## src/rtl/core/cht_pkg.sv

```systemverilog
// shared types and constants for the cuckoo hash table
package cht_pkg;
  localparam int TABLE_DEPTH = 1024;
  localparam int SLOT_W = $clog2(TABLE_DEPTH);
  localparam int KEY_W = 31;
  localparam int VAL_W = 32;
  localparam int MULT_W = 31;
  localparam int KICK_W = 16;
  localparam int PROD_W = KEY_W + MULT_W;
  localparam int ADDR_W = 3;

  localparam logic [1:0] OP_INSERT = 2'd0;
  localparam logic [1:0] OP_FIND = 2'd1;
  localparam logic [1:0] OP_DELETE = 2'd2;
  localparam logic [1:0] OP_UNUSED = 2'd3;

  localparam logic [2:0] ST_INSERTED = 3'd0;
  localparam logic [2:0] ST_UPDATED = 3'd1;
  localparam logic [2:0] ST_FOUND = 3'd2;
  localparam logic [2:0] ST_NOT_FOUND = 3'd3;
  localparam logic [2:0] ST_DELETED = 3'd4;
  localparam logic [2:0] ST_FULL = 3'd5;

  localparam logic [ADDR_W-1:0] REG_MULT = 3'd0;
  localparam logic [ADDR_W-1:0] REG_KICKS = 3'd4;

  localparam logic [31:0] MULT_RESET = 32'd1000003;
  localparam logic [31:0] KICKS_RESET = 32'd2048;

  typedef struct packed {
    logic [1:0] func;
    logic [KEY_W-1:0] key;
    logic signed [VAL_W-1:0] value;
  } req_t;

  typedef struct packed {
    logic [2:0] status;
    logic signed [VAL_W-1:0] found_value;
    logic [KEY_W-1:0] dropped_key;
    logic signed [VAL_W-1:0] dropped_value;
  } rsp_t;

  // controller -> datapath commands
  typedef struct packed {
    logic load;      // capture request, start hash of request key
    logic hash_hold; // start hash of held key
    logic rd1;       // read table one at held slot one
    logic rd2;       // read table two at held slot two
    logic wr1;       // write held entry into table one
    logic wr2;       // write held entry into table two
    logic upd1;      // update value in table one
    logic upd2;      // update value in table two
    logic del1;
    logic del2;
    logic swap1;     // take old table one entry as held
    logic swap2;
    logic kick_clr;
    logic kick_inc;
    logic rsp_load;
    logic [2:0] rsp_status;
  } cmd_t;

  // datapath -> controller status
  typedef struct packed {
    logic [1:0] func;
    logic hit1;
    logic hit2;
    logic was1;
    logic was2;
    logic kicks_done;
    logic clr_busy;  // valid bit clearing pass still running
  } sts_t;
endpackage

```

## src/rtl/core/cht_ctrl.sv

```systemverilog
// sequencer for lookup, update, delete and kick chain
module cht_ctrl import cht_pkg::*; (
  input  logic clk,
  input  logic rst,
  input  logic in_valid,
  output logic in_ready,
  output logic out_valid,
  input  logic out_ready,
  input  sts_t sts,
  output cmd_t cmd
);
  typedef enum logic [10:0] {
    S_CLR   = 11'b00000000001,
    S_IDLE  = 11'b00000000010,
    S_READ  = 11'b00000000100,
    S_LOOK  = 11'b00000001000,
    S_HASH1 = 11'b00000010000,
    S_PUT1  = 11'b00000100000,
    S_CHK1  = 11'b00001000000,
    S_HASH2 = 11'b00010000000,
    S_PUT2  = 11'b00100000000,
    S_CHK2  = 11'b01000000000,
    S_OUT   = 11'b10000000000
  } state_t;
  state_t state, state_next;

  always_ff @(posedge clk) begin
    if (rst) state <= S_CLR;
    else state <= state_next;
  end

  assign in_ready = (state == S_IDLE);
  assign out_valid = (state == S_OUT);

  always_comb begin
    cmd = '0;
    state_next = state;
    case (state)
      S_CLR: begin
        if (!sts.clr_busy) state_next = S_IDLE;
      end
      S_IDLE: begin
        if (in_valid) begin
          cmd.load = 1'b1;
          state_next = S_READ;
        end
      end
      S_READ: begin
        cmd.rd1 = 1'b1;
        cmd.rd2 = 1'b1;
        state_next = S_LOOK;
      end
      S_LOOK: begin
        cmd.rsp_load = 1'b1;
        state_next = S_OUT;
        case (sts.func)
          OP_FIND: cmd.rsp_status = (sts.hit1 || sts.hit2) ? ST_FOUND : ST_NOT_FOUND;
          OP_DELETE: begin
            cmd.del1 = sts.hit1;
            cmd.del2 = !sts.hit1 && sts.hit2;
            cmd.rsp_status = (sts.hit1 || sts.hit2) ? ST_DELETED : ST_NOT_FOUND;
          end
          OP_INSERT: begin
            if (sts.hit1) begin
              cmd.upd1 = 1'b1;
              cmd.rsp_status = ST_UPDATED;
            end else if (sts.hit2) begin
              cmd.upd2 = 1'b1;
              cmd.rsp_status = ST_UPDATED;
            end else begin
              cmd.rsp_load = 1'b0;
              cmd.wr1 = 1'b1;
              cmd.kick_clr = 1'b1;
              state_next = S_CHK1;
            end
          end
          default: cmd.rsp_status = ST_NOT_FOUND;
        endcase
      end
      S_HASH1: begin
        cmd.hash_hold = 1'b1;
        state_next = S_PUT1;
      end
      S_PUT1: begin
        cmd.rd1 = 1'b1;
        cmd.wr1 = 1'b1;
        state_next = S_CHK1;
      end
      S_CHK1: begin
        // old table one entry in rk1/rd1 (read at S_READ or S_PUT1)
        if (!sts.was1) begin
          cmd.rsp_load = 1'b1;
          cmd.rsp_status = ST_INSERTED;
          state_next = S_OUT;
        end else if (sts.kicks_done) begin
          cmd.rsp_load = 1'b1;
          cmd.rsp_status = ST_FULL;
          cmd.swap1 = 1'b1;
          state_next = S_OUT;
        end else begin
          cmd.swap1 = 1'b1;
          cmd.kick_inc = 1'b1;
          state_next = S_HASH2;
        end
      end
      S_HASH2: begin
        cmd.hash_hold = 1'b1;
        state_next = S_PUT2;
      end
      S_PUT2: begin
        cmd.rd2 = 1'b1;
        cmd.wr2 = 1'b1;
        state_next = S_CHK2;
      end
      S_CHK2: begin
        // table two result now registered
        if (!sts.was2) begin
          cmd.rsp_load = 1'b1;
          cmd.rsp_status = ST_INSERTED;
          state_next = S_OUT;
        end else if (sts.kicks_done) begin
          cmd.rsp_load = 1'b1;
          cmd.rsp_status = ST_FULL;
          state_next = S_OUT;
        end else begin
          cmd.swap2 = 1'b1;
          cmd.kick_inc = 1'b1;
          state_next = S_HASH1;
        end
      end
      S_OUT: begin
        if (out_ready) state_next = S_IDLE;
      end
      default: state_next = S_IDLE;
    endcase
  end
endmodule

```

## config.mk

```make
export PLATFORM = sky130hd
export DESIGN_NAME = cht_ctrl
export DESIGN_NICKNAME = d
export VERILOG_FILES = /design/src/rtl/core/cht_pkg.sv /design/src/rtl/core/cht_ctrl.sv
export SDC_FILE = /design/constraint.sdc
export NUM_CORES = 1
export LEC_CHECK = 0
export ABC_CLOCK_PERIOD_IN_PS = 2600
export BUFFER_PORTS_ARGS = -buffer_cell sky130_fd_sc_hd__buf_2
export CAP_MARGIN = 30
export CORE_UTILIZATION = 50
export CTS_BUF_LIST = sky130_fd_sc_hd__clkbuf_2
export CTS_CLUSTER_DIAMETER = 150
export DETAILED_ROUTE_END_ITERATION = 6
export PLACE_DENSITY = 0.77
export SETUP_SLACK_MARGIN = 0.2
export SYNTH_ARGS = -nofsm -noshare
export SYNTH_HDL_FRONTEND = slang
export SYNTH_SLANG_ARGS = --single-unit
```

## constraint.sdc

```tcl
create_clock -name clk -period 2.6 [get_ports clk]
set_clock_uncertainty 0.15 [all_clocks]
set_input_delay 0.39 -clock clk [delete_from_list [all_inputs] [get_ports clk]]
set_output_delay 0.39 -clock clk [all_outputs]
set_load 0.02 [all_outputs]
```

**Yosys cells after proc, flatten, opt, wreduce, memory -nomap -nowiden**

Index checks and enable logic that the tools add are counted.

- Equal/unequal tests: 16
- Reduce and logical (&&, ||, !) cells: 8
- Multiplexer cells: 46

Operator list:

| operator | number |
|---|---|
| case mux 11 bit (11 select lines) | 1 |
| 2-to-1 mux 11 bit | 10 |
| 2-to-1 mux 1 bit | 24 |
| 2-to-1 mux 4 bit | 4 |
| case mux 4 bit (3 select lines) | 1 |
| equality test 11 x 1 -> 1 bit, second input constant | 1 |
| equality test 11 x 10 -> 1 bit, second input constant | 1 |
| equality test 11 bit, second input constant | 1 |
| equality test 11 x 2 -> 1 bit, second input constant | 1 |
| equality test 11 x 3 -> 1 bit, second input constant | 1 |
| equality test 11 x 4 -> 1 bit, second input constant | 1 |
| equality test 11 x 5 -> 1 bit, second input constant | 1 |
| equality test 11 x 6 -> 1 bit, second input constant | 1 |
| equality test 11 x 7 -> 1 bit, second input constant | 1 |
| equality test 11 x 8 -> 1 bit, second input constant | 1 |
| equality test 11 x 9 -> 1 bit, second input constant | 1 |
| case mux 3 bit (3 select lines) | 1 |
| OR reduction 2 bit | 3 |
| 2-to-1 mux 2 bit | 2 |
| inequality test 2 bit, second input constant | 2 |
| case mux 1 bit (2 select lines) | 2 |
| 2-to-1 mux 3 bit | 1 |
| AND reduction 3 bit | 1 |
| equality test 2 x 1 -> 1 bit, second input constant | 1 |
| other kinds (6) | 6 |

- Input bits: 12
- Logic and storage cells: 71
- Output and inout port bits: 20
- Flip-flop bits (word level): 11

**Logic depth before layout (Yosys ltp)**

Gate-level depths: netlist (run 1).

- Depth after elaboration: 4
- Depth in mapped cells: 6
- Depth with buffers taken out: 5

**Worst setup path after synthesis (run 1)**

Ideal clock, no wire load.

- Kind: register -> output
- Start point: register state[2]
- End point: output cmd[16] (netlist bit)
- Setup slack: 0.289 ns
- Stages on the path, launching flop included: 4
- Data required time: 2.060 ns
- Data arrival time: 1.771 ns
- Path buffers: 0
- Path through: dfxtp_1 > nor4_2 > nand3_1 > nor4_1

RTL lines:

| element | RTL line | source |
|---|---|---|
| start: declaration | cht_ctrl.sv:25 | `state_t state, state_next;` |
| start signal: assignment | cht_ctrl.sv:29 | `else state <= state_next;` |
| end: declaration | cht_ctrl.sv:10 | `output cmd_t cmd` |

==> flow_metrics.py, run 1 <==
metrics = {
    "critical_path": {
        "startpoint": "state[7]",
        "worstPathCellList": "nor4_4 -> nand4_2 -> or3_4 -> o32ai_4 -> buf_6",
        "reg2reg_depth": 6,
        "required_ns": 2.06,
        "critical-path-top-delay-family": "simple AND/OR/NAND/NOR gates",
        "critical_path_buf_inv_count": 1,
        "endpoint": "cmd[13]",
        "cpPeakStageDelay_ns": 0.40,
        "crit_cells": 5,
        "arrival_ns": 1.92,
        "rrSetupSlack_ns": 0.50,
        "cp_max_fo": 7,
        "worstReg2RegStart": "state[9]",
        "crit_type": "flop to output pin",
        "r2r-end": "state[10]",
        "crit_path_start_kind": "flop",
        "endpoint_kind": "output pin",
        "cp_slowest_cell": "dfxtp_4",
    },
    "finish": {
        "fin_nets": 168,
        "area_growth_pct": 38.3,
        "largest_reg_flops": 11,
        "top_regs": "state (11)",
        "fillers": 112,
        "regMostFlops": "state",
        "antenna_cells": 0,
        "final_area_mm2": 0.00120,
        "drive_above_1_share_pct": 43.2,
    },
    "timing": {
        "setup_viol": 0,
        "final.period_utilization_pct": 94.6,
        "fmax_ghz": 0.407,
        "hold_viol_final": 0,
        "min_period_ns": 2.46,
        "drv_slew": 0,
        "worst_slew_margin_rel_pct": 59.1,
        "rsz0062_at_grt": "yes",
        "setup_tns_ns": 0,
        "tightestPinTransition_ns": 0.606,
        "finalWorstSetupSlack_ns": 0.141,
    },
    "clock_tree": {
        "clk_pin_slew_ns": 0.14,
        "clk_latency_ns": 0.26,
        "ctsHoldBuffers": 0,
        "max-clock-path-buffers": 2,
        "cts_made_buffers": 3,
        "cts_sinks": 11,
        "cts_htree_levels": 1,
        "cts_tree": "done",
        "cts_root_buffer": "clkbuf_2",
    },
    "logic_synthesis": {
        "syn-num-nets": 126,
        "yosysSeqAreaShare_pct": 25.4,
        "ys_ff_latch": 11,
        "ys_warn_count": 0,
        "synthArstFlopShare_pct": 0,
        "synth_top_area_cell": "dfxtp_1",
        "syn_avg_cell_area_um2": 7.62,
        "yosys.cell_types.count": 40,
        "synth.area.top_cells": "dfxtp_1 (25%), nor2_1 (8.2%), nor4_1 (4.3%)",
        "synth_top_flop_cell": "dfxtp_1",
        "netlist_instances": 114,
        "syn_area_um2": 868,
        "synth_top_area_share_pct": 25.4,
        "synth_enable_flop_cells": 0,
    },
    "placement": {
        "gp_congestion": 0.821,
        "place_area_mm2": 0.00103,
        "dp_slack_ns": 0.316,
        "hpwl_mm": 1.82,
        "port_buffers": 31,
    },
    "global_route": {
        "grt_use_total_pct": 29.4,
        "grt_max_degree": 13,
        "grt_pass1_vias": 950,
        "grt_overflow_total": 0,
        "grt_antenna_before_repair": 0,
        "grt_pass1_wl_mm": 4.21,
    },
    "floorplan": {
        "die_w_um": 43.7,
        "fp.coreArea_mm2": 0.00156,
        "dieArea_mm2": 0.00191,
        "initial_core_util_pct": 55.7,
        "die_y_um": 43.7,
        "ios": 32,
        "rows": 14,
    },
    "worst_hold_path": {
        "hold_path_class": "primary input to flop",
    },
    "power_and_ir_drop": {
        "power_density_mw_per_mm2": 316,
        "p_leak_nw": 0.570,
        "peakVddDrop_mv": 0.256,
    },
    "drt": {
        "wl_met3_um": 204,
        "wl_met2_mm": 1.22,
        "m1WireLength_mm": 1.12,
        "drt-pass1-iter-count": 6,
        "wirelength_mm": 2.69,
        "avgViaCountPerCell": 6.24,
        "maxUsedRoutingLayer": "met4",
        "antenna_left": 0,
        "via_count": 1067,
        "drc_errors": 2,
        "wl_per_cell_um": 15.7,
        "initialDrtViolationCount": 57,
    },
    "status": {
        "outcome": "finished, violations left",
        "failed_checks": "design-rule violations",
    },
    "flow_run": {
        "drv_cap": 0,
    },
}
-- layer usage --
layer | track usage [%] | up-vias
li1 | - | 504
met1 | 38.2 | 476
met2 | 46.6 | 67
met3 | 5.00 | 20
met4 | 15.0 | 0
met5 | 0 | -
-- layout by cell type (no fill, tap or decap), drive strengths merged, types with 4 or more instances in the layout --
cell type	count
buf	40
nor2	19
dfxtp	11
nand2	8
nor4	8
nand3	7
nor3	6
o21ai	6
inv	5
a21oi	4
clkbuf	4
-- what timing repair did --
| action | CTS | global route |
|---|---|---|
| resized for setup | 12 | 16 |
| endpoints found under the setup margin | 13 | 15 |
| pin swaps | 2 | 4 |
| setup buffers | 1 | 7 |
-- Yosys cell counts, types with 2 or more instances --
cell type and number:
nor2_1 19, dfxtp_1 11, nand2_1 8, nand3_1 7, nor3_1 6, nor4_1 6, inv_1 5, o21ai_0 5
a21oi_1 4, nand3b_1 3, nor2b_1 3, xor2_1 3, and2_1 2, and3_1 2, and3b_1 2, nor3b_1 2
or4_1 2, xnor2_1 2
-- logic make-up (layout without fill, tap and decap cells) --
logic type	after synthesis	after routing	share of synthesized area (%)
AOI/OAI and AO/OA	17	17	14.6
and+or+nand+nor	73	73	51.0
xor gates and xnor gates	5	5	5.04
buffers and inverters	8	49	4.03
DFF	11	11	25.4
-- metrics by stage --
step                      hold slack [ns]  util, %  std cells  total power, mW
after floorplan                     0.309        -        114            0.235
after global placement              0.405     66.4        159            0.263
after detailed placement            0.428     66.4        159            0.264
after CTS                           0.185     70.6        164            0.371
after global routing                0.163     77.0        171            0.398
final                               0.181     77.0        171            0.380
-- cell type report --
class,instances,area [um^2],area share (%)
multi-input cells,95,666,55.4
inverters,5,18.8,1.56
flip-flops and latches,11,243,20.2
repair buffers,40,234,19.5
well taps,16,20.0,1.67
clock buffers,4,20.0,1.67
-- worst reg2reg max path, cell delays in order (launching register included) --
cell and delay, ns:
dfxtp_1 0.52, inv_1 0.21, nand3_2 0.19, buf_4 0.15
a31oi_1 0.05, o41ai_1 0.53, o21ba_1 0.22
-- power by group --
part	leakage, nW	switching (mW)	internal [mW]	total, mW
combinational	0.460	0.0542	0.0426	0.0967
clock	0.0166	0.0618	0.0408	0.103
sequential	0.0940	0.0104	0.170	0.180
-- how the worst min path moves through the flow --
stage	slack, ns	cells past startpoint	from	to
after floorplan	0.31	1	rst	state[1]
after global placement	0.41	2	state[7]	state[8]
after detailed placement	0.43	2	state[7]	state[8]
after CTS	0.19	2	rst	state[3]
after global routing	0.16	2	rst	state[3]
final	0.18	2	rst	state[1]
Power figures use the tool's default switching activity.
==> run 2, diff against run 1 <==
REMOVE_ABC_BUFFERS = 1   (was unset)
TNS_END_PERCENT = 5   (was unset)
==> run 2 against run 1 <==
The flow still finishes with violations (design-rule violations); global-route usage is 1.6 points lower; clock-buffer cell count shrank 1; first-iteration DRC count is 46% lower; final area fell by 6.1%; combinational power is 14% lower; critical endpoint unchanged; routed wire length is 6.4% lower; worst setup slack worse by 0.011 ns; sequential share of layout area increased by 0.44 points; via count down 3.2%; hold slack better by 0.0024 ns; core utilization down 4.7 points; die area unchanged.
==> flow_metrics.py, run 2 (synthesized netlist as in run 1, its figures left out) <==
metrics = {
    "finish": {
        "regMostFlops": "state",
        "antenna_cells": 0,
        "final_cell_mix": "buf_2 (30), nor2_1 (18), nand2_1 (8)",
        "fin_nets": 163,
        "top_regs": "state (11)",
        "final_area_mm2": 0.00113,
        "mostFrequentLayoutCell": "buf_2",
        "fillers": 130,
        "area_growth_pct": 29.8,
        "largest_reg_flops": 11,
        "stdcell_count": 166,
        "drive_above_1_share_pct": 37.3,
    },
    "drt": {
        "antenna_left": 0,
        "wirelength_mm": 2.52,
        "avgViaCountPerCell": 6.22,
        "via_count": 1033,
        "initialDrtViolationCount": 31,
        "wl_per_cell_um": 15.2,
        "drt-pass1-iter-count": 6,
        "drc_errors": 3,
    },
    "timing": {
        "hold_viol_final": 0,
        "final.period_utilization_pct": 95.0,
        "fmax_ghz": 0.405,
        "setup_tns_ns": 0,
        "drv_slew": 0,
        "worst_slew_margin_rel_pct": 58.5,
        "tightestPinTransition_ns": 0.615,
        "min_period_ns": 2.47,
        "setup_viol": 0,
        "finalWorstSetupSlack_ns": 0.130,
        "rsz0062_at_grt": "yes",
    },
    "placement": {
        "place_area_mm2": 0.00103,
        "gp_congestion": 0.868,
        "port_buffers": 31,
        "hpwl_mm": 1.84,
        "dp_slack_ns": 0.320,
        "dp.cells": 159,
    },
    "clock_tree": {
        "cts_tree": "done",
        "clk_pin_slew_ns": 0.12,
        "cts_made_buffers": 3,
        "cts_root_buffer": "clkbuf_2",
        "cts_sinks": 11,
        "ctsHoldBuffers": 0,
        "clk_latency_ns": 0.27,
        "cts_htree_levels": 1,
        "max-clock-path-buffers": 2,
    },
    "floorplan": {
        "ios": 32,
        "fp.coreArea_mm2": 0.00156,
        "rows": 14,
        "die_w_um": 43.7,
        "initial_core_util_pct": 55.7,
        "dieArea_mm2": 0.00191,
        "die_y_um": 43.7,
    },
    "flow_run": {
        "drv_cap": 0,
    },
    "worst_hold_path": {
        "holdPathEnd": "state[3]",
        "min_from": "rst",
        "hold_path_class": "primary input to flop",
        "min_path_cells": 2,
    },
    "global_route": {
        "grt_max_degree": 13,
        "grt_antenna_before_repair": 0,
        "grt_pass1_wl_mm": 3.92,
        "grt_pass1_vias": 863,
        "grt_overflow_total": 0,
        "grt_use_total_pct": 27.8,
    },
    "critical_path": {
        "reg2reg_depth": 5,
        "endpoint_kind": "output pin",
        "cpPeakStageDelay_ns": 0.40,
        "required_ns": 2.06,
        "arrival_ns": 1.93,
        "cp_max_fo": 8,
        "worstPathCellList": "nor4b_4 -> nand4_2 -> or3_4 -> o32ai_4 -> buf_6",
        "cp_slowest_cell": "or3_4",
        "crit_path_start_kind": "flop",
        "worstReg2RegStart": "state[0]",
        "r2r-end": "state[10]",
        "crit_type": "flop to output pin",
        "rrSetupSlack_ns": 0.54,
    },
    "power_and_ir_drop": {
        "p_leak_nw": 0.536,
        "power_density_mw_per_mm2": 324,
        "p_total_mw": 0.365,
        "peakVddDrop_mv": 0.262,
    },
    "status": {
        "outcome": "finished, violations left",
        "failed_checks": "design-rule violations",
    },
}
-- run 2: worst max-delay path: cells and delay by family (launching register included) --
kind                   cells  cell delay (ns)
buffers and inverters      1             0.15
DFF                        1             0.39
AOI/OAI and AO/OA          1             0.23
and+or+nand+nor            3             0.89
-- run 2: how the worst max path moves through the flow --
| stage | depth (start not counted) | from | end | slack, ns |
|---|---|---|---|---|
| after floorplan | 3 | state[2] | cmd[16] | 0.29 |
| after global placement | 5 | state[6] | cmd[13] | 0.38 |
| after detailed placement | 5 | state[6] | cmd[13] | 0.32 |
| after CTS | 5 | state[4] | cmd[13] | 0.13 |
| after global routing | 5 | state[4] | cmd[12] | 0.03 |
| final | 5 | state[1] | cmd[13] | 0.13 |
-- run 2: final cells by class --
cell class	count	area [um^2]	area share, %
clock inverters	1	5.00	0.444
well taps	16	20.0	1.78
flip-flops and latches	11	233	20.6
repair buffers	35	191	17.0
multi-input cells	95	644	57.2
clock buffers	3	15.0	1.33
inverters	5	18.8	1.66
-- run 2: per-stage QoR --
stage / util [%] / hold slack (ns)
floorplan: - / 0.309
global placement: 66.4 / 0.414
detailed placement: 66.4 / 0.432
CTS: 71.3 / 0.175
global route: 72.3 / 0.180
finish: 72.3 / 0.183
-- run 2: power breakdown --
| part | leakage [nW] | switching, mW | internal (mW) |
|---|---|---|---|
| logic | 0.427 | 0.0486 | 0.0344 |
| registers | 0.0927 | 0.0115 | 0.173 |
| clock network | 0.0164 | 0.0630 | 0.0348 |
-- run 2: per-layer routing --
| layer | track usage (%) | vias to the layer above | share of wire (%) |
|---|---|---|---|
| met5 | 0 | - | 0 |
| li1 | - | 490 | - |
| met1 | 34.9 | 494 | 43 |
| met4 | 10.6 | 0 | 1.5 |
| met2 | 46.3 | 43 | 50 |
| met3 | 5.83 | 6 | 6.0 |
-- run 2: repair_timing --
action                                  in CTS  in global routing
endpoints found under the setup margin      13                 17
cloned                                       0                  0
gates resized for setup                     11                  4
buffers inserted                             3                  0
pin swaps                                    2                  2
